`config.mk`:
```
export PLATFORM = sky130hd
export DESIGN_NAME = sorted_priority_queue_unit
export DESIGN_NICKNAME = d
export VERILOG_FILES = /design/src/rtl/spq_pkg.sv /design/src/rtl/spq_ctrl.sv /design/src/rtl/spq_datapath.sv /design/src/rtl/sorted_priority_queue_unit.sv
export SDC_FILE = /design/constraint.sdc
export NUM_CORES = 1
export LEC_CHECK = 0
export CORE_AREA = 2 2 245 247
export CTS_BUF_LIST = sky130_fd_sc_hd__clkbuf_16
export DETAILED_ROUTE_END_ITERATION = 8
export DIE_AREA = 0 0 247 249
export DONT_BUFFER_PORTS = 1
export HOLD_SLACK_MARGIN = 0.05
export PLACE_DENSITY = 0.78
export REMOVE_ABC_BUFFERS = 1
export SLEW_MARGIN = 20
export SYNTH_ARGS = -nofsm -noshare
export SYNTH_HDL_FRONTEND = slang
export SYNTH_HIERARCHICAL = 1
export SYNTH_SLANG_ARGS = --single-unit
```
`constraint.sdc`:
```
create_clock -name clock -period 4.9 [get_ports clock]
set_input_delay 0 -clock clock [delete_from_list [all_inputs] [get_ports clock]]
set_output_delay 0 -clock clock [all_outputs]
set_load 0.01 [all_outputs]
```
`src/rtl/spq_pkg.sv`:
```
// shared constants and types for the sorted priority queue
package spq_pkg;

   localparam int unsigned DEFAULT_CAPACITY      = 16;
   localparam int unsigned DEFAULT_VALUE_BITS    = 32;
   localparam int unsigned DEFAULT_PRIORITY_BITS = 16;

   localparam logic MODE_PUSH = 1'b0;
   localparam logic MODE_POP  = 1'b1;

   typedef enum logic [2:0] {
      RA_IDX_M1,
      RA_IDX_M2,
      RA_ZERO,
      RA_ONE,
      RA_IDX_P1
   } rd_addr_sel_type;

   typedef enum logic {
      WA_IDX,
      WA_IDX_M1
   } wr_addr_sel_type;

   typedef enum logic [1:0] {
      IDX_HOLD,
      IDX_DEC,
      IDX_INC,
      IDX_ONE
   } idx_op_type;

   typedef struct packed {
      logic            capture;
      logic            rd_en;
      rd_addr_sel_type rd_sel;
      logic            wr_en;
      wr_addr_sel_type wa_sel;
      logic            wr_new;
      idx_op_type      idx_op;
      logic            set_ok;
      logic            set_popped;
      logic            finish;
   } spq_cmd_type;

   typedef struct packed {
      logic mode_pop;
      logic count_zero;
      logic count_one;
      logic count_full;
      logic prio_le;
      logic idx_is_one;
      logic idx_next_last;
      logic rsp_free;
   } spq_status_type;

endpackage

```
`src/rtl/spq_ctrl.sv`:
```
// sequencing state machine for insertion and removal
module spq_ctrl (
   input  logic                    clock,
   input  logic                    reset,
   input  logic                    req_valid,
   output logic                    req_ready,
   input  spq_pkg::spq_status_type status,
   output spq_pkg::spq_cmd_type    cmd
);
   import spq_pkg::*;

   typedef enum logic [6:0] {
      S_IDLE       = 7'b0000001,
      S_DISPATCH   = 7'b0000010,
      S_PUSH_SCAN  = 7'b0000100,
      S_PUSH_PLACE = 7'b0001000,
      S_POP_HEAD   = 7'b0010000,
      S_POP_SHIFT  = 7'b0100000,
      S_FINISH     = 7'b1000000
   } ctrl_state_type;

   ctrl_state_type state_ff;
   ctrl_state_type state_in;

   assign req_ready = (state_ff == S_IDLE);

   always_comb begin
      state_in       = state_ff;
      cmd            = '0;
      cmd.rd_sel     = RA_ZERO;
      cmd.wa_sel     = WA_IDX;
      cmd.idx_op     = IDX_HOLD;
      unique case (state_ff)
         S_IDLE: begin
            if (req_valid) begin
               cmd.capture = 1'b1;
               state_in    = S_DISPATCH;
            end
         end
         S_DISPATCH: begin
            if (status.mode_pop) begin
               if (status.count_zero) begin
                  state_in = S_FINISH;
               end else begin
                  cmd.rd_en  = 1'b1;
                  cmd.rd_sel = RA_ZERO;
                  state_in   = S_POP_HEAD;
               end
            end else if (status.count_full) begin
               state_in = S_FINISH;
            end else if (status.count_zero) begin
               cmd.wr_en  = 1'b1;
               cmd.wr_new = 1'b1;
               cmd.wa_sel = WA_IDX;
               cmd.set_ok = 1'b1;
               state_in   = S_FINISH;
            end else begin
               cmd.rd_en  = 1'b1;
               cmd.rd_sel = RA_IDX_M1;
               state_in   = S_PUSH_SCAN;
            end
         end
         S_PUSH_SCAN: begin
            if (status.prio_le) begin
               cmd.wr_en  = 1'b1;
               cmd.wa_sel = WA_IDX;
               cmd.idx_op = IDX_DEC;
               if (status.idx_is_one) begin
                  state_in = S_PUSH_PLACE;
               end else begin
                  cmd.rd_en  = 1'b1;
                  cmd.rd_sel = RA_IDX_M2;
               end
            end else begin
               cmd.wr_en  = 1'b1;
               cmd.wr_new = 1'b1;
               cmd.wa_sel = WA_IDX;
               cmd.set_ok = 1'b1;
               state_in   = S_FINISH;
            end
         end
         S_PUSH_PLACE: begin
            cmd.wr_en  = 1'b1;
            cmd.wr_new = 1'b1;
            cmd.wa_sel = WA_IDX;
            cmd.set_ok = 1'b1;
            state_in   = S_FINISH;
         end
         S_POP_HEAD: begin
            cmd.set_popped = 1'b1;
            cmd.set_ok     = 1'b1;
            if (status.count_one) begin
               state_in = S_FINISH;
            end else begin
               cmd.rd_en  = 1'b1;
               cmd.rd_sel = RA_ONE;
               cmd.idx_op = IDX_ONE;
               state_in   = S_POP_SHIFT;
            end
         end
         S_POP_SHIFT: begin
            cmd.wr_en  = 1'b1;
            cmd.wa_sel = WA_IDX_M1;
            if (status.idx_next_last) begin
               state_in = S_FINISH;
            end else begin
               cmd.rd_en  = 1'b1;
               cmd.rd_sel = RA_IDX_P1;
               cmd.idx_op = IDX_INC;
            end
         end
         S_FINISH: begin
            if (status.rsp_free) begin
               cmd.finish = 1'b1;
               state_in   = S_IDLE;
            end
         end
         default: begin
            state_in = S_IDLE;
         end
      endcase
   end

   always_ff @(posedge clock) begin
      if (reset) begin
         state_ff <= S_IDLE;
      end else begin
         state_ff <= state_in;
      end
   end

endmodule

```
`src/rtl/spq_datapath.sv`:
```
// sorted entry memory, request and index registers, result register
module spq_datapath #(
   parameter int unsigned CAPACITY      = spq_pkg::DEFAULT_CAPACITY,
   parameter int unsigned VALUE_BITS    = spq_pkg::DEFAULT_VALUE_BITS,
   parameter int unsigned PRIORITY_BITS = spq_pkg::DEFAULT_PRIORITY_BITS,
   localparam int unsigned CNT_W        = $clog2(CAPACITY + 1)
) (
   input  logic                           clock,
   input  logic                           reset,
   input  logic                           req_mode,
   input  logic signed [VALUE_BITS-1:0]    req_element,
   input  logic signed [PRIORITY_BITS-1:0] req_priority_req,
   output logic                           rsp_valid,
   input  logic                           rsp_ready,
   output logic                           rsp_accepted,
   output logic signed [VALUE_BITS-1:0]    rsp_popped_element,
   output logic [CNT_W-1:0]               rsp_occupancy,
   input  spq_pkg::spq_cmd_type           cmd,
   output spq_pkg::spq_status_type        status
);
   import spq_pkg::*;

   localparam int unsigned ADDR_W  = (CAPACITY > 1) ? $clog2(CAPACITY) : 1;
   localparam int unsigned ENTRY_W = VALUE_BITS + PRIORITY_BITS;
   localparam logic [CNT_W-1:0] CAP_CNT = CNT_W'(CAPACITY);
   localparam logic [CNT_W-1:0] ONE_CNT = CNT_W'(1);
   localparam logic [CNT_W-1:0] TWO_CNT = CNT_W'(2);

   logic [ENTRY_W-1:0] mem [CAPACITY];

   logic                     mode_ff;
   logic [VALUE_BITS-1:0]    value_ff;
   logic [PRIORITY_BITS-1:0] prio_ff;
   logic [ENTRY_W-1:0]       rdata_ff;
   logic [CNT_W-1:0]         idx_ff, idx_in;
   logic [CNT_W-1:0]         count_ff, count_in;
   logic                     ok_ff, ok_in;
   logic [VALUE_BITS-1:0]    popped_ff, popped_in;
   logic                     rsp_valid_ff, rsp_valid_in;
   logic                     rsp_accepted_ff;
   logic [VALUE_BITS-1:0]    rsp_popped_ff;
   logic [CNT_W-1:0]         rsp_occ_ff;

   logic [CNT_W-1:0]   raddr_full;
   logic [CNT_W-1:0]   waddr_full;
   logic [ENTRY_W-1:0] wdata;
   logic [CNT_W-1:0]   count_next;
   logic               rsp_free;

   assign rsp_free = !rsp_valid_ff || rsp_ready;

   always_comb begin
      unique case (cmd.rd_sel)
         RA_IDX_M1: raddr_full = idx_ff - ONE_CNT;
         RA_IDX_M2: raddr_full = idx_ff - TWO_CNT;
         RA_ZERO:   raddr_full = '0;
         RA_ONE:    raddr_full = ONE_CNT;
         RA_IDX_P1: raddr_full = idx_ff + ONE_CNT;
         default:   raddr_full = '0;
      endcase
   end

   assign waddr_full = (cmd.wa_sel == WA_IDX_M1) ? (idx_ff - ONE_CNT) : idx_ff;
   assign wdata      = cmd.wr_new ? {prio_ff, value_ff} : rdata_ff;

   always_ff @(posedge clock) begin
      if (cmd.wr_en) begin
         mem[waddr_full[ADDR_W-1:0]] <= wdata;
      end
      if (cmd.rd_en) begin
         rdata_ff <= mem[raddr_full[ADDR_W-1:0]];
      end
   end

   always_ff @(posedge clock) begin
      if (cmd.capture) begin
         mode_ff  <= req_mode;
         value_ff <= req_element;
         prio_ff  <= req_priority_req;
      end
   end

   always_comb begin
      unique case (cmd.idx_op)
         IDX_HOLD: idx_in = idx_ff;
         IDX_DEC:  idx_in = idx_ff - ONE_CNT;
         IDX_INC:  idx_in = idx_ff + ONE_CNT;
         IDX_ONE:  idx_in = ONE_CNT;
         default:  idx_in = idx_ff;
      endcase
      if (cmd.capture) begin
         idx_in = count_ff;
      end
   end

   always_comb begin
      ok_in     = ok_ff;
      popped_in = popped_ff;
      if (cmd.capture) begin
         ok_in     = 1'b0;
         popped_in = '0;
      end
      if (cmd.set_ok) begin
         ok_in = 1'b1;
      end
      if (cmd.set_popped) begin
         popped_in = rdata_ff[VALUE_BITS-1:0];
      end
   end

   always_comb begin
      count_next = count_ff;
      if (ok_ff) begin
         count_next = (mode_ff == MODE_POP) ? (count_ff - ONE_CNT) : (count_ff + ONE_CNT);
      end
      count_in     = cmd.finish ? count_next : count_ff;
      rsp_valid_in = rsp_valid_ff;
      if (rsp_valid_ff && rsp_ready) begin
         rsp_valid_in = 1'b0;
      end
      if (cmd.finish) begin
         rsp_valid_in = 1'b1;
      end
   end

   always_ff @(posedge clock) begin
      idx_ff    <= idx_in;
      popped_ff <= popped_in;
      if (cmd.finish) begin
         rsp_accepted_ff <= ok_ff;
         rsp_popped_ff   <= popped_ff;
         rsp_occ_ff      <= count_next;
      end
   end

   always_ff @(posedge clock) begin
      if (reset) begin
         count_ff     <= '0;
         ok_ff        <= 1'b0;
         rsp_valid_ff <= 1'b0;
      end else begin
         count_ff     <= count_in;
         ok_ff        <= ok_in;
         rsp_valid_ff <= rsp_valid_in;
      end
   end

   always_comb begin
      status.mode_pop      = (mode_ff == MODE_POP);
      status.count_zero    = (count_ff == '0);
      status.count_one     = (count_ff == ONE_CNT);
      status.count_full    = (count_ff == CAP_CNT);
      status.prio_le       = ($signed(rdata_ff[ENTRY_W-1:VALUE_BITS]) <= $signed(prio_ff));
      status.idx_is_one    = (idx_ff == ONE_CNT);
      status.idx_next_last = ((idx_ff + ONE_CNT) == count_ff);
      status.rsp_free      = rsp_free;
   end

   assign rsp_valid          = rsp_valid_ff;
   assign rsp_accepted       = rsp_accepted_ff;
   assign rsp_popped_element = rsp_popped_ff;
   assign rsp_occupancy      = rsp_occ_ff;

endmodule

```
`src/rtl/sorted_priority_queue_unit.sv`:
```
// top level of the sorted priority queue
// Bounded priority queue kept as a list sorted by descending priority in a
// single-port-per-direction memory. A push walks from the tail towards the
// head, moving each entry whose priority is lower than or equal to the new
// one up by one slot per cycle, so the newest of equal priorities leaves
// first; a pop reads the head and moves every remaining entry down one slot
// per cycle. One request is worked on at a time. A refused request (push into
// a full queue, pop from an empty one) and a push into an empty queue finish
// without a memory walk; any other push walks over the entries that it
// moves, and a pop over every entry in the queue, one entry per cycle. A
// finished request waits until the previous result has left the output
// register. The result sits in that output register, so the next request
// is taken while a result still waits.
module sorted_priority_queue_unit #(
   parameter int unsigned CAPACITY      = spq_pkg::DEFAULT_CAPACITY,
   parameter int unsigned VALUE_BITS    = spq_pkg::DEFAULT_VALUE_BITS,
   parameter int unsigned PRIORITY_BITS = spq_pkg::DEFAULT_PRIORITY_BITS,
   localparam int unsigned CNT_W        = $clog2(CAPACITY + 1)
) (
   input  logic                           clock,
   input  logic                           reset,
   input  logic                           req_valid,
   output logic                           req_ready,
   input  logic                           req_mode,
   input  logic signed [VALUE_BITS-1:0]    req_element,
   input  logic signed [PRIORITY_BITS-1:0] req_priority_req,
   output logic                           rsp_valid,
   input  logic                           rsp_ready,
   output logic                           rsp_accepted,
   output logic signed [VALUE_BITS-1:0]    rsp_popped_element,
   output logic [CNT_W-1:0]               rsp_occupancy
);
   import spq_pkg::*;

   spq_cmd_type    cmd;
   spq_status_type status;

   spq_ctrl u_ctrl (
      .clock     (clock),
      .reset     (reset),
      .req_valid (req_valid),
      .req_ready (req_ready),
      .status    (status),
      .cmd       (cmd)
   );

   spq_datapath #(
      .CAPACITY      (CAPACITY),
      .VALUE_BITS    (VALUE_BITS),
      .PRIORITY_BITS (PRIORITY_BITS)
   ) u_datapath (
      .clock              (clock),
      .reset              (reset),
      .req_mode           (req_mode),
      .req_element        (req_element),
      .req_priority_req   (req_priority_req),
      .rsp_valid          (rsp_valid),
      .rsp_ready          (rsp_ready),
      .rsp_accepted       (rsp_accepted),
      .rsp_popped_element (rsp_popped_element),
      .rsp_occupancy      (rsp_occupancy),
      .cmd                (cmd),
      .status             (status)
   );

endmodule

```
### Word-level counts from Yosys, hierarchy flattened

Memory sizes are Yosys's and may differ from the RTL's. A register that Yosys moved wholly into a read port is not among the register bits.
Index checks and enable logic that the tools add are counted.

* $add $sub $neg: 5
* $lt $le $gt $ge: 1
* eq/ne operators: 22
* muxes and demuxes: 53
* reductions and logical operators: 12

Operators with widths (count)
* $mux 7: 11
* $mux 32: 2
* $pmux 7 s7: 1
* $mux 48: 1
* $mux 4: 8
* $pmux 4 s4: 2
* $le 16x16->1: 1
* $mux 1: 16
* $mux 5: 3
* $pmux 5 s3: 1
* $pmux 2 s3: 2
* $add 5x1->5 const B: 2
* $eq 5x1->1 const B: 2
* $sub 5x1->5 const B: 2
* $eq 7x1->1 const B: 1
* $eq 7x2->1 const B: 1
* $eq 7x3->1 const B: 1
* $eq 7x4->1 const B: 1
* $eq 7x5->1 const B: 1
* $eq 7x6->1 const B: 1
* $eq 7x7->1 const B: 1
* $mux 3: 2
* $ne 2x2->1 const B: 3
* $pmux 1 s3: 2
* 20 further kinds: 25

* flip-flop bits (word level): 138
* RAM bits: 768
* bits of input ports: 53
* output and inout bits: 40
* memories: 1

Memories
* u_datapath.mem: depth 16, bits a word 48, rd ports 1, clocked after Yosys merged registers in 1, write ports 1, line spq_datapath.sv:29 `logic [ENTRY_W-1:0] mem [CAPACITY];`

### Logic depth before layout (Yosys ltp)

* depth in word-level cells: 7
* mapped depth: 19
* depth with buffers taken out: 17

### Cells and area by module

The synthesis kept the hierarchy.

Modules (own cells, without submodules)
* spq_datapath: times used 1, cells each 1654, area an instance 36209.7 um^2
* spq_ctrl: times used 1, cells each 82, area an instance 591.8 um^2

### Worst setup path after synthesis

No wires, ideal clock.

* path type: reg-to-reg
* start point: register u_datapath.rdata_ff[45], read port of u_datapath.mem
* end point: register u_datapath.rdata_ff[11], read port of u_datapath.mem (data pin)
* library setup time: 0.259 ns
* arrival time: 4.005 ns
* required time: 4.641 ns
* path slack: 0.636 ns
* cell stages (with the launch flop): 17
* path buffers: 2
* period minus slack after synthesis: 4.264 ns
* path through: edfxtp_1 -> ha_1 -> nand4_1 -> nor3_1 -> a21bo_2 -> o311a_1 -> o21ai_0 -> nand2b_1 -> nand3b_1 -> o21ai_0 -> mux2_2 -> o32ai_4 -> buf_6 -> buf_6 -> mux4_2 -> a22oi_1 -> nand2_1

RTL lines
* start, declared: line spq_datapath.sv:34 `logic [ENTRY_W-1:0] rdata_ff;`

==> flow_summary.toml <==
[routing]
wire_per_inst_um = 30.5
drt-total-wl_um = 84600
dr.pass1.iters = 5
post_drt_via_cell_ratio = 6.69
antenna_left = 0
drc = 0
vias = 18500
drtIter0Drc = 2561

[floorplanning]
rows = 89
core_mm2 = 0.0587
die_area_mm2 = 0.0615
ios = 93
die_h_um = 249
die_w_um = 247
start_util = 0.627

[clocking]
clockBufferDepth = 3
path_clk_slew_ps = 60
cts_sinks = 954
cts_tree = "yes"
cts_max_level = 3
clock_latency_ps = 650
cts_root_buffer = "clkbuf_16"
cts_buffers = 92

[grt]
first_global_vias = 18900
antenna_found_initial = 1
grt_max_degree = 58
grt_pass1_wl_um = 124000
grt-ovfl-total = 0
grt_usage = 0.282

[synthesis]
ys_seq_elements = 954
netlist_area_mm2 = 0.0368
synth_compound_area_frac = 0.0297
synthSimpleGateAreaFrac = 0.0307
muxShareOfSynthArea = 0.134
synthXorXnorAreaFrac = 0.00595
synthFlopType = "edfxtp_1"
synth_top_family_by_area = "multiplexers"
netlist_instances = 1736
synth_cell_types = 59
syn_area_per_cell_um2 = 21.2
yosysWarnings = 6
yosysSeqAreaShare = 0.775
synth-edff-count = 940
synthArstFlopShare = 0
yosys.area_share.adder = 0.00884

[run_status]
status = "complete, no violations"

[final_layout]
synthToLayoutAreaGrowth_pct = 15.3
num_antenna_cells = 0
layout-drive-gt1-share = 0.249
fin_nets = 2005
fin_util = 0.723

[power_and_ir_drop]
vdd_ir_drop_max_mv = 0.346
p_leak_uw = 0.0134
p_per_area_mw_per_mm2 = 391

[setup_path]
required_ps = 5280
cp-end-kind = "flop"
cp-start-kind = "flop"
slowest_stage = "mux4_2"
crit_chain = "inv_1, ha_1, nor2b_1, o211ai_1, a21bo_2, o311a_1, a22oi_1, o21ai_4, nand2b_1, nand3b_1, o21ai_0, mux2_2, o32ai_4, buf_12, buf_12, mux4_2, a22oi_1, nand2_1"
worstSetupPathType = "reg2reg"
cp.arrival_ps = 5020
worstPathMaxFanout = 19
critPathMaxStageDelay_ps = 540

[sta]
finClkSkew_ps = 19.9
max_slew.worst_pin.slew_ps = 923
tns_ps = 0
hold_violations = 0
fin_crit_sh = 0.947
max_slew_margin = 0.385
setup_violations = 0
fin_crit_ps = 4640
slew_viol_final = 0
max_freq_mhz = 215

[place]
dpl.hpwl_um = 42400
port_buffers = 0
finalWeightedCongestion = 0.797

[flow_run]
maxCapViolCount = 0

[worst_hold_path]
hold_class = "in2reg"
area by class of cell:
type	count	area, um2
Clock buffer	93	2330
Fill cell	3208	16200
Clock inverter	74	679
Multi-Input combinational cell	667	7890
Inverter	31	116
Tap cell	773	967
Timing Repair Buffer	180	1950
Sequential cell	954	28500
placed cells by master (no fill, tap or decap), types with 10 or more instances in the layout:
cell and instances:
edfxtp_1 940, mux4_2 192, dlygate4sd3_1 101, a22oi_1 97, clkbuf_16 93, nand2_1 76, buf_4 51, mux2_2 48
inv_1 39, and2_1 35, buf_12 26, ha_1 26, nor2_1 25, clkinv_2 19, clkinv_1 17, nor2_4 16
dfxtp_1 14, xnor2_1 14, nand3_1 12, bufinv_16 11, xor2_1 11, a21oi_1 11, nor3_1 10
stage by stage:
stage	power (uW)	hold WS [ps]	instance area (um2)	worst slack [ps]	instances
CTS	16700	158	42400	22.5	2766
detailed placement	9630	73.9	38400	-137	2498
global placement	9610	72.9	38400	41.8	2498
floorplan	9510	69.1	36300	-8780	1652
finish	16600	150	42400	259	2772
global route	17000	186	42400	-27.6	2772
where the power goes:
group          switching (uW)  total (uW)  leakage, uW  internal, uW
Sequential               48.5        9010      0.00861          8960
Clock                    3020        7070      0.00150          4040
Combinational             296         531      0.00333           235
repair_timing:
action / 4_1_cts / 5_1_grt
hold buffers: 101 / 0
buffers inserted: 0 / 6
endpoints found under the hold margin: 63 / 0
endpoints found under the setup margin: 47 / 48
resized for setup: 1 / 5
pin swaps: 0 / 1
registers in the layout, indices dropped and copies added (netlist names), 5 cells and up:
register,cells
u_ctrl/state_ff,7
u_datapath/count_ff,5
u_datapath/idx_ff,5
u_datapath/mem,768
u_datapath/popped_ff,32
u_datapath/prio_ff,16
u_datapath/rdata_ff,48
u_datapath/rsp_occupancy,5
u_datapath/rsp_popped_element,32
u_datapath/value_ff,32
metal layers:
metal  vias to the layer above  track usage  wire [um]
met1                      9612        0.394      31000
met5                         -            0          0
met4                         0        0.107       2720
li1                       7539            -          -
met3                       201       0.0552       8710
met2                      1191        0.447      42200
cell usage after synthesis (3+ instances only):
library cell  number  share of area
a21o_1             4        0.00082
a21oi_1           11         0.0015
a22oi_1           97          0.020
and2_1            37         0.0063
buf_1              4        0.00041
buf_2             25         0.0034
buf_4             10         0.0020
buf_6             13         0.0040
clkbuf_1          31         0.0032
dfxtp_1           14         0.0076
edfxtp_1         940           0.77
ha_1              26         0.0088
inv_1             29         0.0030
mux2_2            48          0.015
mux2i_1            6         0.0016
mux4_2           192           0.12
nand2_1           76         0.0078
nand2b_1           9         0.0015
nand3_1           13         0.0018
nand3b_1           3        0.00061
nand4_1            3        0.00051
nor2_1            41         0.0042
nor2b_1            4        0.00068
nor3_1            11         0.0015
nor3b_1            4        0.00082
nor4b_1            4        0.00095
o21ai_0           12         0.0016
o22ai_1            3        0.00051
or3_1              3        0.00051
xnor2_1           14         0.0033
xor2_1            11         0.0026
logic make-up (layout without fill, tap and decap cells):
family          after synthesis  after routing
compound gates              148            148
fa+ha+maj                    26             26
buf+inv                     115            378
flops                       954            954
mux                         246            246
xor+xnor                     25             25
simple gates                222            222
critical path: cells and delay by family, from the launching register on:
family / cells / cell delay [ps]
AO/OA/AOI/OAI: 8 / 1640
adder cells (fa/ha/maj): 1 / 230
buffers and inverters: 3 / 560
flip-flops: 1 / 430
multiplexers: 2 / 940
AND/OR/NAND/NOR: 4 / 550
path summary, 6_finish.rpt:
path	to	slack, ps	cells past startpoint	start
hold reg to reg	u_datapath/rsp_popped_element[2]	420	0	u_datapath/popped_ff[2]
setup reg to reg	u_datapath/rdata_ff[13]	260	18	u_datapath/prio_ff[1]
setup / recovery	u_datapath/rdata_ff[13]	260	18	u_datapath/prio_ff[1]
hold / removal	u_datapath/value_ff[4]	150	2	req_valid
No activity file was read; power rests on OpenSTA's default activity.
